### src/rtl/rbof_pkg.sv
// Shared types and constants of the overwriting ring buffer FIFO.
package rbof_pkg;

   // Default number of words the buffer holds.
   localparam int unsigned RBOF_DEPTH = 128;

   // Operation carried by an input beat.
   typedef enum logic [1:0] {
      MODE_APPEND = 2'd0,
      MODE_TAKE   = 2'd1,
      MODE_DROP   = 2'd2,
      MODE_PEEK   = 2'd3
   } mode_type;

   // Status reported with every result beat.
   typedef enum logic [1:0] {
      ST_OK        = 2'd0,
      ST_EMPTY     = 2'd1,
      ST_DISCARD   = 2'd2,
      ST_OVERWRITE = 2'd3
   } status_type;

   // Result information that the control hands to the output stages.
   typedef struct packed {
      logic       use_rdata;
      status_type status;
      logic [7:0] fill;
   } info_type;

endpackage

### src/rtl/rbof_ram.sv
// Generic single-clock RAM with one write port and one registered read port.
module rbof_ram #(
   parameter int unsigned WIDTH = 32,
   parameter int unsigned DEPTH = 128
) (
   input  logic                     clock,
   input  logic                     wr_en,
   input  logic [$clog2(DEPTH)-1:0] wr_addr,
   input  logic [WIDTH-1:0]         wr_data,
   input  logic                     rd_en,
   input  logic [$clog2(DEPTH)-1:0] rd_addr,
   output logic [WIDTH-1:0]         rd_data
);

   logic [WIDTH-1:0] store_ff [DEPTH];
   logic [WIDTH-1:0] rd_data_ff;

   // Write port.
   always_ff @(posedge clock) begin
      if (wr_en) begin
         store_ff[wr_addr] <= wr_data;
      end
   end

   // Read port; the data holds until the next enabled read.
   always_ff @(posedge clock) begin
      if (rd_en) begin
         rd_data_ff <= store_ff[rd_addr];
      end
   end

   assign rd_data = rd_data_ff;

endmodule

### src/rtl/rbof_ctrl.sv
// Pointer and fill control that turns each operation into at most one RAM access.
module rbof_ctrl #(
   parameter int unsigned DEPTH = rbof_pkg::RBOF_DEPTH
) (
   input  logic                     clock,
   input  logic                     reset,
   input  logic                     accept,
   input  logic [1:0]               mode,
   input  logic [31:0]              write_word,
   input  logic                     drop_when_full,
   input  logic [7:0]               drop_count,
   input  logic [7:0]               peek_index,
   output logic                     ram_wr_en,
   output logic [$clog2(DEPTH)-1:0] ram_wr_addr,
   output logic [31:0]              ram_wr_data,
   output logic                     ram_rd_en,
   output logic [$clog2(DEPTH)-1:0] ram_rd_addr,
   output rbof_pkg::info_type       info
);
   import rbof_pkg::*;

   localparam int unsigned AW = $clog2(DEPTH);
   localparam int unsigned CW = $clog2(DEPTH + 1);
   localparam int unsigned XW = (CW > 8) ? CW : 8;
   localparam int unsigned SW = CW + 1;

   // Circular add; the offset never exceeds DEPTH, so one subtract wraps it.
   function automatic logic [AW-1:0] ring_add(input logic [AW-1:0] base,
                                              input logic [CW-1:0] offset);
      logic [SW-1:0] sum;
      sum = SW'(base) + SW'(offset);
      if (sum >= SW'(DEPTH)) begin
         sum = sum - SW'(DEPTH);
      end
      return sum[AW-1:0];
   endfunction

   logic [AW-1:0] rd_ptr_ff, rd_ptr_in;
   logic [AW-1:0] wr_ptr_ff, wr_ptr_in;
   logic [CW-1:0] held_ff, held_in;
   logic          full;
   logic          empty;
   logic [CW-1:0] drop_n;
   logic [CW-1:0] last;
   logic [CW-1:0] pos;

   assign full  = (held_ff == CW'(DEPTH));
   assign empty = (held_ff == '0);
   assign last  = held_ff - CW'(1);

   // Clamp the drop count to the fill and the peek position to the newest word.
   assign drop_n = (XW'(drop_count) > XW'(held_ff)) ? held_ff : CW'(drop_count);
   assign pos    = (XW'(peek_index) > XW'(last)) ? last : CW'(peek_index);

   // Next pointers, RAM access and result status of the offered operation.
   always_comb begin
      rd_ptr_in      = rd_ptr_ff;
      wr_ptr_in      = wr_ptr_ff;
      held_in        = held_ff;
      ram_wr_en      = 1'b0;
      ram_wr_addr    = wr_ptr_ff;
      ram_wr_data    = write_word;
      ram_rd_en      = 1'b0;
      ram_rd_addr    = rd_ptr_ff;
      info.use_rdata = 1'b0;
      info.status    = ST_OK;
      unique case (mode_type'(mode))
         MODE_APPEND: begin
            if (full) begin
               if (drop_when_full) begin
                  info.status = ST_DISCARD;
               end else begin
                  ram_wr_en   = accept;
                  wr_ptr_in   = ring_add(wr_ptr_ff, CW'(1));
                  rd_ptr_in   = ring_add(rd_ptr_ff, CW'(1));
                  info.status = ST_OVERWRITE;
               end
            end else begin
               ram_wr_en = accept;
               wr_ptr_in = ring_add(wr_ptr_ff, CW'(1));
               held_in   = held_ff + CW'(1);
            end
         end
         MODE_TAKE: begin
            if (empty) begin
               info.status = ST_EMPTY;
            end else begin
               ram_rd_en      = accept;
               info.use_rdata = 1'b1;
               rd_ptr_in      = ring_add(rd_ptr_ff, CW'(1));
               held_in        = held_ff - CW'(1);
            end
         end
         MODE_DROP: begin
            rd_ptr_in = ring_add(rd_ptr_ff, drop_n);
            held_in   = held_ff - drop_n;
         end
         MODE_PEEK: begin
            if (empty) begin
               info.status = ST_EMPTY;
            end else begin
               ram_rd_en      = accept;
               ram_rd_addr    = ring_add(rd_ptr_ff, pos);
               info.use_rdata = 1'b1;
            end
         end
      endcase
      // The reported fill is the low byte of the count after the operation.
      info.fill = 8'(held_in);
   end

   // Commit the pointers on every accepted beat.
   always_ff @(posedge clock) begin
      if (reset) begin
         rd_ptr_ff <= '0;
         wr_ptr_ff <= '0;
         held_ff   <= '0;
      end else if (accept) begin
         rd_ptr_ff <= rd_ptr_in;
         wr_ptr_ff <= wr_ptr_in;
         held_ff   <= held_in;
      end
   end

endmodule

### src/rtl/ring_buffer_overwrite_fifo.sv
// Top level of the overwriting ring buffer FIFO of 32-bit words.
//
//   Channel   Direction   Handshake               Fields
//   req       in          req_valid / req_ready   mode, write_word, drop_when_full,
//                                                 drop_count, peek_index
//   rsp       out         rsp_valid / rsp_ready   read_word, fill_level, status
//
// One beat is accepted per cycle while the response is not stalled; its result
// passes through the read stage and then the response register.
// The pointer update and the RAM access, if any, both happen at the accepting edge;
// the registered RAM read and the response register set the delay, not the rate.
// A stalled response holds the read stage, and req_ready drops until it moves.
// Synchronous reset empties the buffer; the RAM contents are not cleared.
module ring_buffer_overwrite_fifo #(
   parameter int unsigned DEPTH = rbof_pkg::RBOF_DEPTH
) (
   input  logic        clock,
   input  logic        reset,
   input  logic        req_valid,
   output logic        req_ready,
   input  logic [1:0]  req_mode,
   input  logic [31:0] req_write_word,
   input  logic        req_drop_when_full,
   input  logic [7:0]  req_drop_count,
   input  logic [7:0]  req_peek_index,
   output logic        rsp_valid,
   input  logic        rsp_ready,
   output logic [31:0] rsp_read_word,
   output logic [7:0]  rsp_fill_level,
   output logic [1:0]  rsp_status
);
   import rbof_pkg::*;

   localparam int unsigned AW = $clog2(DEPTH);

   logic          accept;
   logic          advance;
   logic          ram_wr_en;
   logic [AW-1:0] ram_wr_addr;
   logic [31:0]   ram_wr_data;
   logic          ram_rd_en;
   logic [AW-1:0] ram_rd_addr;
   logic [31:0]   ram_rd_data;
   info_type      info;

   logic          s1_valid_ff, s1_valid_in;
   info_type      s1_info_ff;
   logic          rsp_valid_ff, rsp_valid_in;
   logic [31:0]   rsp_word_ff;
   logic [7:0]    rsp_fill_ff;
   logic [1:0]    rsp_status_ff;

   rbof_ctrl #(
      .DEPTH (DEPTH)
   ) u_ctrl (
      .clock          (clock),
      .reset          (reset),
      .accept         (accept),
      .mode           (req_mode),
      .write_word     (req_write_word),
      .drop_when_full (req_drop_when_full),
      .drop_count     (req_drop_count),
      .peek_index     (req_peek_index),
      .ram_wr_en      (ram_wr_en),
      .ram_wr_addr    (ram_wr_addr),
      .ram_wr_data    (ram_wr_data),
      .ram_rd_en      (ram_rd_en),
      .ram_rd_addr    (ram_rd_addr),
      .info           (info)
   );

   rbof_ram #(
      .WIDTH (32),
      .DEPTH (DEPTH)
   ) u_ram (
      .clock   (clock),
      .wr_en   (ram_wr_en),
      .wr_addr (ram_wr_addr),
      .wr_data (ram_wr_data),
      .rd_en   (ram_rd_en),
      .rd_addr (ram_rd_addr),
      .rd_data (ram_rd_data)
   );

   // Handshake: the read stage moves when the response register is free or being taken.
   assign advance   = s1_valid_ff && (!rsp_valid_ff || rsp_ready);
   assign req_ready = !s1_valid_ff || advance;
   assign accept    = req_valid && req_ready;

   assign s1_valid_in  = accept ? 1'b1 : (advance ? 1'b0 : s1_valid_ff);
   assign rsp_valid_in = advance ? 1'b1 : (rsp_ready ? 1'b0 : rsp_valid_ff);

   // Valid bits of the read stage and the response register.
   always_ff @(posedge clock) begin
      if (reset) begin
         s1_valid_ff  <= 1'b0;
         rsp_valid_ff <= 1'b0;
      end else begin
         s1_valid_ff  <= s1_valid_in;
         rsp_valid_ff <= rsp_valid_in;
      end
   end

   // Read stage: result information waits here for the RAM data.
   always_ff @(posedge clock) begin
      if (accept) begin
         s1_info_ff <= info;
      end
   end

   // Response register: the read word is zero unless a word was taken or peeked.
   always_ff @(posedge clock) begin
      if (advance) begin
         rsp_word_ff   <= s1_info_ff.use_rdata ? ram_rd_data : 32'd0;
         rsp_fill_ff   <= s1_info_ff.fill;
         rsp_status_ff <= s1_info_ff.status;
      end
   end

   assign rsp_valid      = rsp_valid_ff;
   assign rsp_read_word  = rsp_word_ff;
   assign rsp_fill_level = rsp_fill_ff;
   assign rsp_status     = rsp_status_ff;

endmodule

### config.mk
export PLATFORM = sky130hd
export DESIGN_NAME = ring_buffer_overwrite_fifo
export DESIGN_NICKNAME = d
export VERILOG_FILES = /design/src/rtl/rbof_pkg.sv /design/src/rtl/rbof_ram.sv /design/src/rtl/rbof_ctrl.sv /design/src/rtl/ring_buffer_overwrite_fifo.sv
export SDC_FILE = /design/constraint.sdc
export NUM_CORES = 2
export LEC_CHECK = 0
export BUFFER_PORTS_ARGS = -buffer_cell sky130_fd_sc_hd__buf_2
export CAP_MARGIN = 20
export CORE_UTILIZATION = 55
export DETAILED_ROUTE_END_ITERATION = 16
export GPL_TIMING_DRIVEN = 0
export HOLD_SLACK_MARGIN = 0.1
export PLACE_DENSITY = 0.73
export SLEW_MARGIN = 10
export SYNTH_ARGS = -nofsm -noshare
export SYNTH_HDL_FRONTEND = slang
export SYNTH_HIERARCHICAL = 1
export SYNTH_SLANG_ARGS = --single-unit
### constraint.sdc
create_clock -name clock -period 6.8 [get_ports clock]
set_clock_uncertainty 0.2 [all_clocks]
set_input_delay 0.34 -clock clock [delete_from_list [all_inputs] [get_ports clock]]
set_output_delay 0.34 -clock clock [all_outputs]
set_load 0.02 [all_outputs]
==> flow_summary.yaml <==
route:
  drcViolationCount: 0
  routed_wl_um: 436700
  viasPerCell: 6.823
  ant_nets: 0
  vias: 78795
  wl_per_cell_um: 37.82
  drt_iter0_markers: 11914
  firstDrtPassIters: 6
worst_setup_path:
  r2r-start: "u_ctrl/held_ff[1]"
  cp_max_fo: 10
  worstSetupStartpointType: "flop"
  critPathSlowestCell: "mux4_2"
  critPathMaxStageDelay_ps: 770
  r2r_cells: 25
  r2r_setup_slack_ps: -20
  worstReg2RegEnd: "u_ram/rd_data[14]"
  worstSetupEndpointType: "flop"
  setup.worst_path.class: "reg2reg"
  required_ps: 7290
  worstPathArrival_ps: 7310
synth:
  synth_edf_count: 4181
  syn_nets: 6604
  synthArstFlopShare_pct: 0
  syn_inst: 6507
  synth_seq_cells: 4205
  netlist_area_um2: 161600
  synth_top_flop_cell: "edfxtp_1"
  netlist-cell-type-count: 63
  ys_seq_area_share_pct: 77.98
  yosysWarnings: 6
  syn_avg_cell_area_um2: 24.84
timing:
  timing.fmax_mhz: 146.7
  tns_ps: -18.97
  slew_headroom_pct: 19.16
  fin_crit_sh_pct: 100.2
  finalHoldViolations: 0
  min_period_ps: 6816
  setup_viol: 2
  fin_hold_ws_ps: 213.1
  worstMarginPinSlew_ps: 1213
  timing.final.ws_setup_ps: -15.71
  slew_violations: 0
  rsz0062_at_grt: "yes"
clock_tree:
  clockBufferDepth: 4
  cts_htree_levels: 5
  cts.clk_slew.worst_paths_ps: 60
  clk_latency_ps: 980
  tritoncts: "built"
  cts_num_sinks: 4205
  cts_root_buf: "clkbuf_16"
  cts_buffers: 406
place:
  port_buffers: 65
  dpl-instance-area_um2: 171800
  hpwl_um: 274100
  gp_congestion: 0.9175
  place_ws_ps: -2686
  dp_cells: 10661
floorplanning:
  initial_utilization_pct: 55.43
  fp.dieW_um: 544.1
  die_h_um: 544.1
  num_io_pins: 99
  dieArea_um2: 296000
  core_um2: 291600
  placementRows: 198
layout:
  layout_common_cells: "4181 x edfxtp_1, 1344 x mux4_2, 418 x clkbuf_16"
  stdcell_area_um2: 187600
  drive_gt1_share_pct: 36.90
  fin_util_pct: 64.33
  instances_no_fill: 11548
  area_growth_syn_to_layout_pct: 16.06
  final_common_cell: "edfxtp_1"
  n_fill_cell: 17866
  layout.nets: 7371
pwr:
  p_per_area_nw_per_um2: 334.6
  vdd.ir_drop.worst_mv: 0.2553
  finalPower_mw: 62.76
  p_leak_nw: 57.45
hold_path:
  min-delay-start: "req_write_word[25]"
  hold_depth: 2
  min_to: "u_ram/store_ff[111][25]"
  hp-class: "in2reg"
flow_run:
  maxCapViolations: 0
outcome:
  status: "finished with violations"
  violations: "setup timing"
global_route:
  grt_use_total_pct: 29.69
  grt_antenna_before_repair: 53
  grt_max_degree: 129
  grt_overflow: 0
  grt_pass1_wl_um: 605400
  grt_pass1_vias: 78484
==> cell type report <==
| class | count | area [um2] | share of cell area (%) |
|---|---|---|---|
| antenna | 41 | 102.6 | 0.05470 |
| buffer | 363 | 2776 | 1.480 |
| clock buffer | 484 | 10580 | 5.640 |
| clock inverter | 257 | 2549 | 1.359 |
| inverter | 36 | 152.6 | 0.08138 |
| multi-input combinational | 1901 | 35020 | 18.67 |
| sequential | 4205 | 126000 | 67.19 |
| tap | 3900 | 4880 | 2.601 |
| timing repair buffer | 361 | 5479 | 2.921 |
==> worst max-delay path, delay by kind of cell, from the launching register on <==
kind,cells,cell delay (ps)
muxes,4,2090
AOI/OAI and AO/OA,5,750
DFF,1,350
xor gates and xnor gates,2,320
buffers and inverters,8,1380
adders and majority gates,3,900
and+or+nand+nor,3,510
==> layer usage <==
metal / vias to the layer above / global-route usage, % / wire length, um
met2: 5794 / 47.06 / 211100
met4: 26 / 12.57 / 19970
met5: - / 0.5357 / 361
met1: 42213 / 39.08 / 151300
li1: 29841 / - / -
met3: 921 / 8.168 / 53980
==> worst max-delay path by stage <==
stage	from	to	depth (start not counted)	slack, ps
final	u_ctrl/held_ff[1]	u_ram/rd_data[14]	25	-20
after global placement	u_ctrl/held_ff[0]	u_ram/rd_data[3]	24	-3720
after floorplan	u_ctrl/held_ff[0]	u_ram/rd_data[10]	25	400
after detailed placement	u_ctrl/held_ff[0]	u_ram/rd_data[12]	25	-2690
after CTS	u_ctrl/held_ff[3]	u_ram/rd_data[13]	26	9
after global routing	u_ctrl/held_ff[1]	u_ram/rd_data[14]	25	-140
==> logic make-up after synthesis <==
group,count (synthesis),synth area share (%)
flip-flops,4205,77.98
adder cells (fa/ha/maj),42,0.3391
multiplexers,1386,19.01
AND/OR/NAND/NOR,333,0.9917
XOR/XNOR,26,0.1409
buffers and inverters,401,1.092
AO/OA/AOI/OAI,114,0.4451
==> synthesized netlist by cell type (all sizes together) (24+ instances only) <==
library cell	number	share of area (%)
a21oi	31	0.096
and2	35	0.16
buf	171	0.56
clkbuf	194	0.45
dfxtp	24	0.30
edfxtp	4181	78
ha	39	0.30
inv	34	0.079
mux2	33	0.23
mux4	1344	19
nand2	43	0.10
nand3	28	0.087
nor2	167	0.39
o21ai	35	0.11
==> sequential cells by signal (all words and copies together) (netlist names) <==
register,cells
u_ctrl/held_ff,8
s1_valid_ff,1
rsp_fill_level,8
u_ctrl/rd_ptr_ff,7
u_ctrl/ram_wr_addr,7
u_ram/store_ff,4096
rsp_read_word,32
u_ram/rd_data,32
rsp_status,2
s1_info_ff,11
rsp_valid,1
==> where the power goes <==
group          leakage (nW)  switching [mW]  internal (mW)
registers              37.8          0.0344           28.6
logic                  13.2            6.66           4.96
clock network          6.40            9.78           12.7
total                  57.4            16.5           46.3
==> repair_timing <==
action                                   CTS  global route
hold buffers                              57             2
cloned                                     1             1
endpoints found under the setup margin    32            32
pin swaps                                  9            18
hold endpoints to repair                4166            33
buffers inserted                          21            15
resized for setup                        432           159
(Power assumes the default switching activity.)
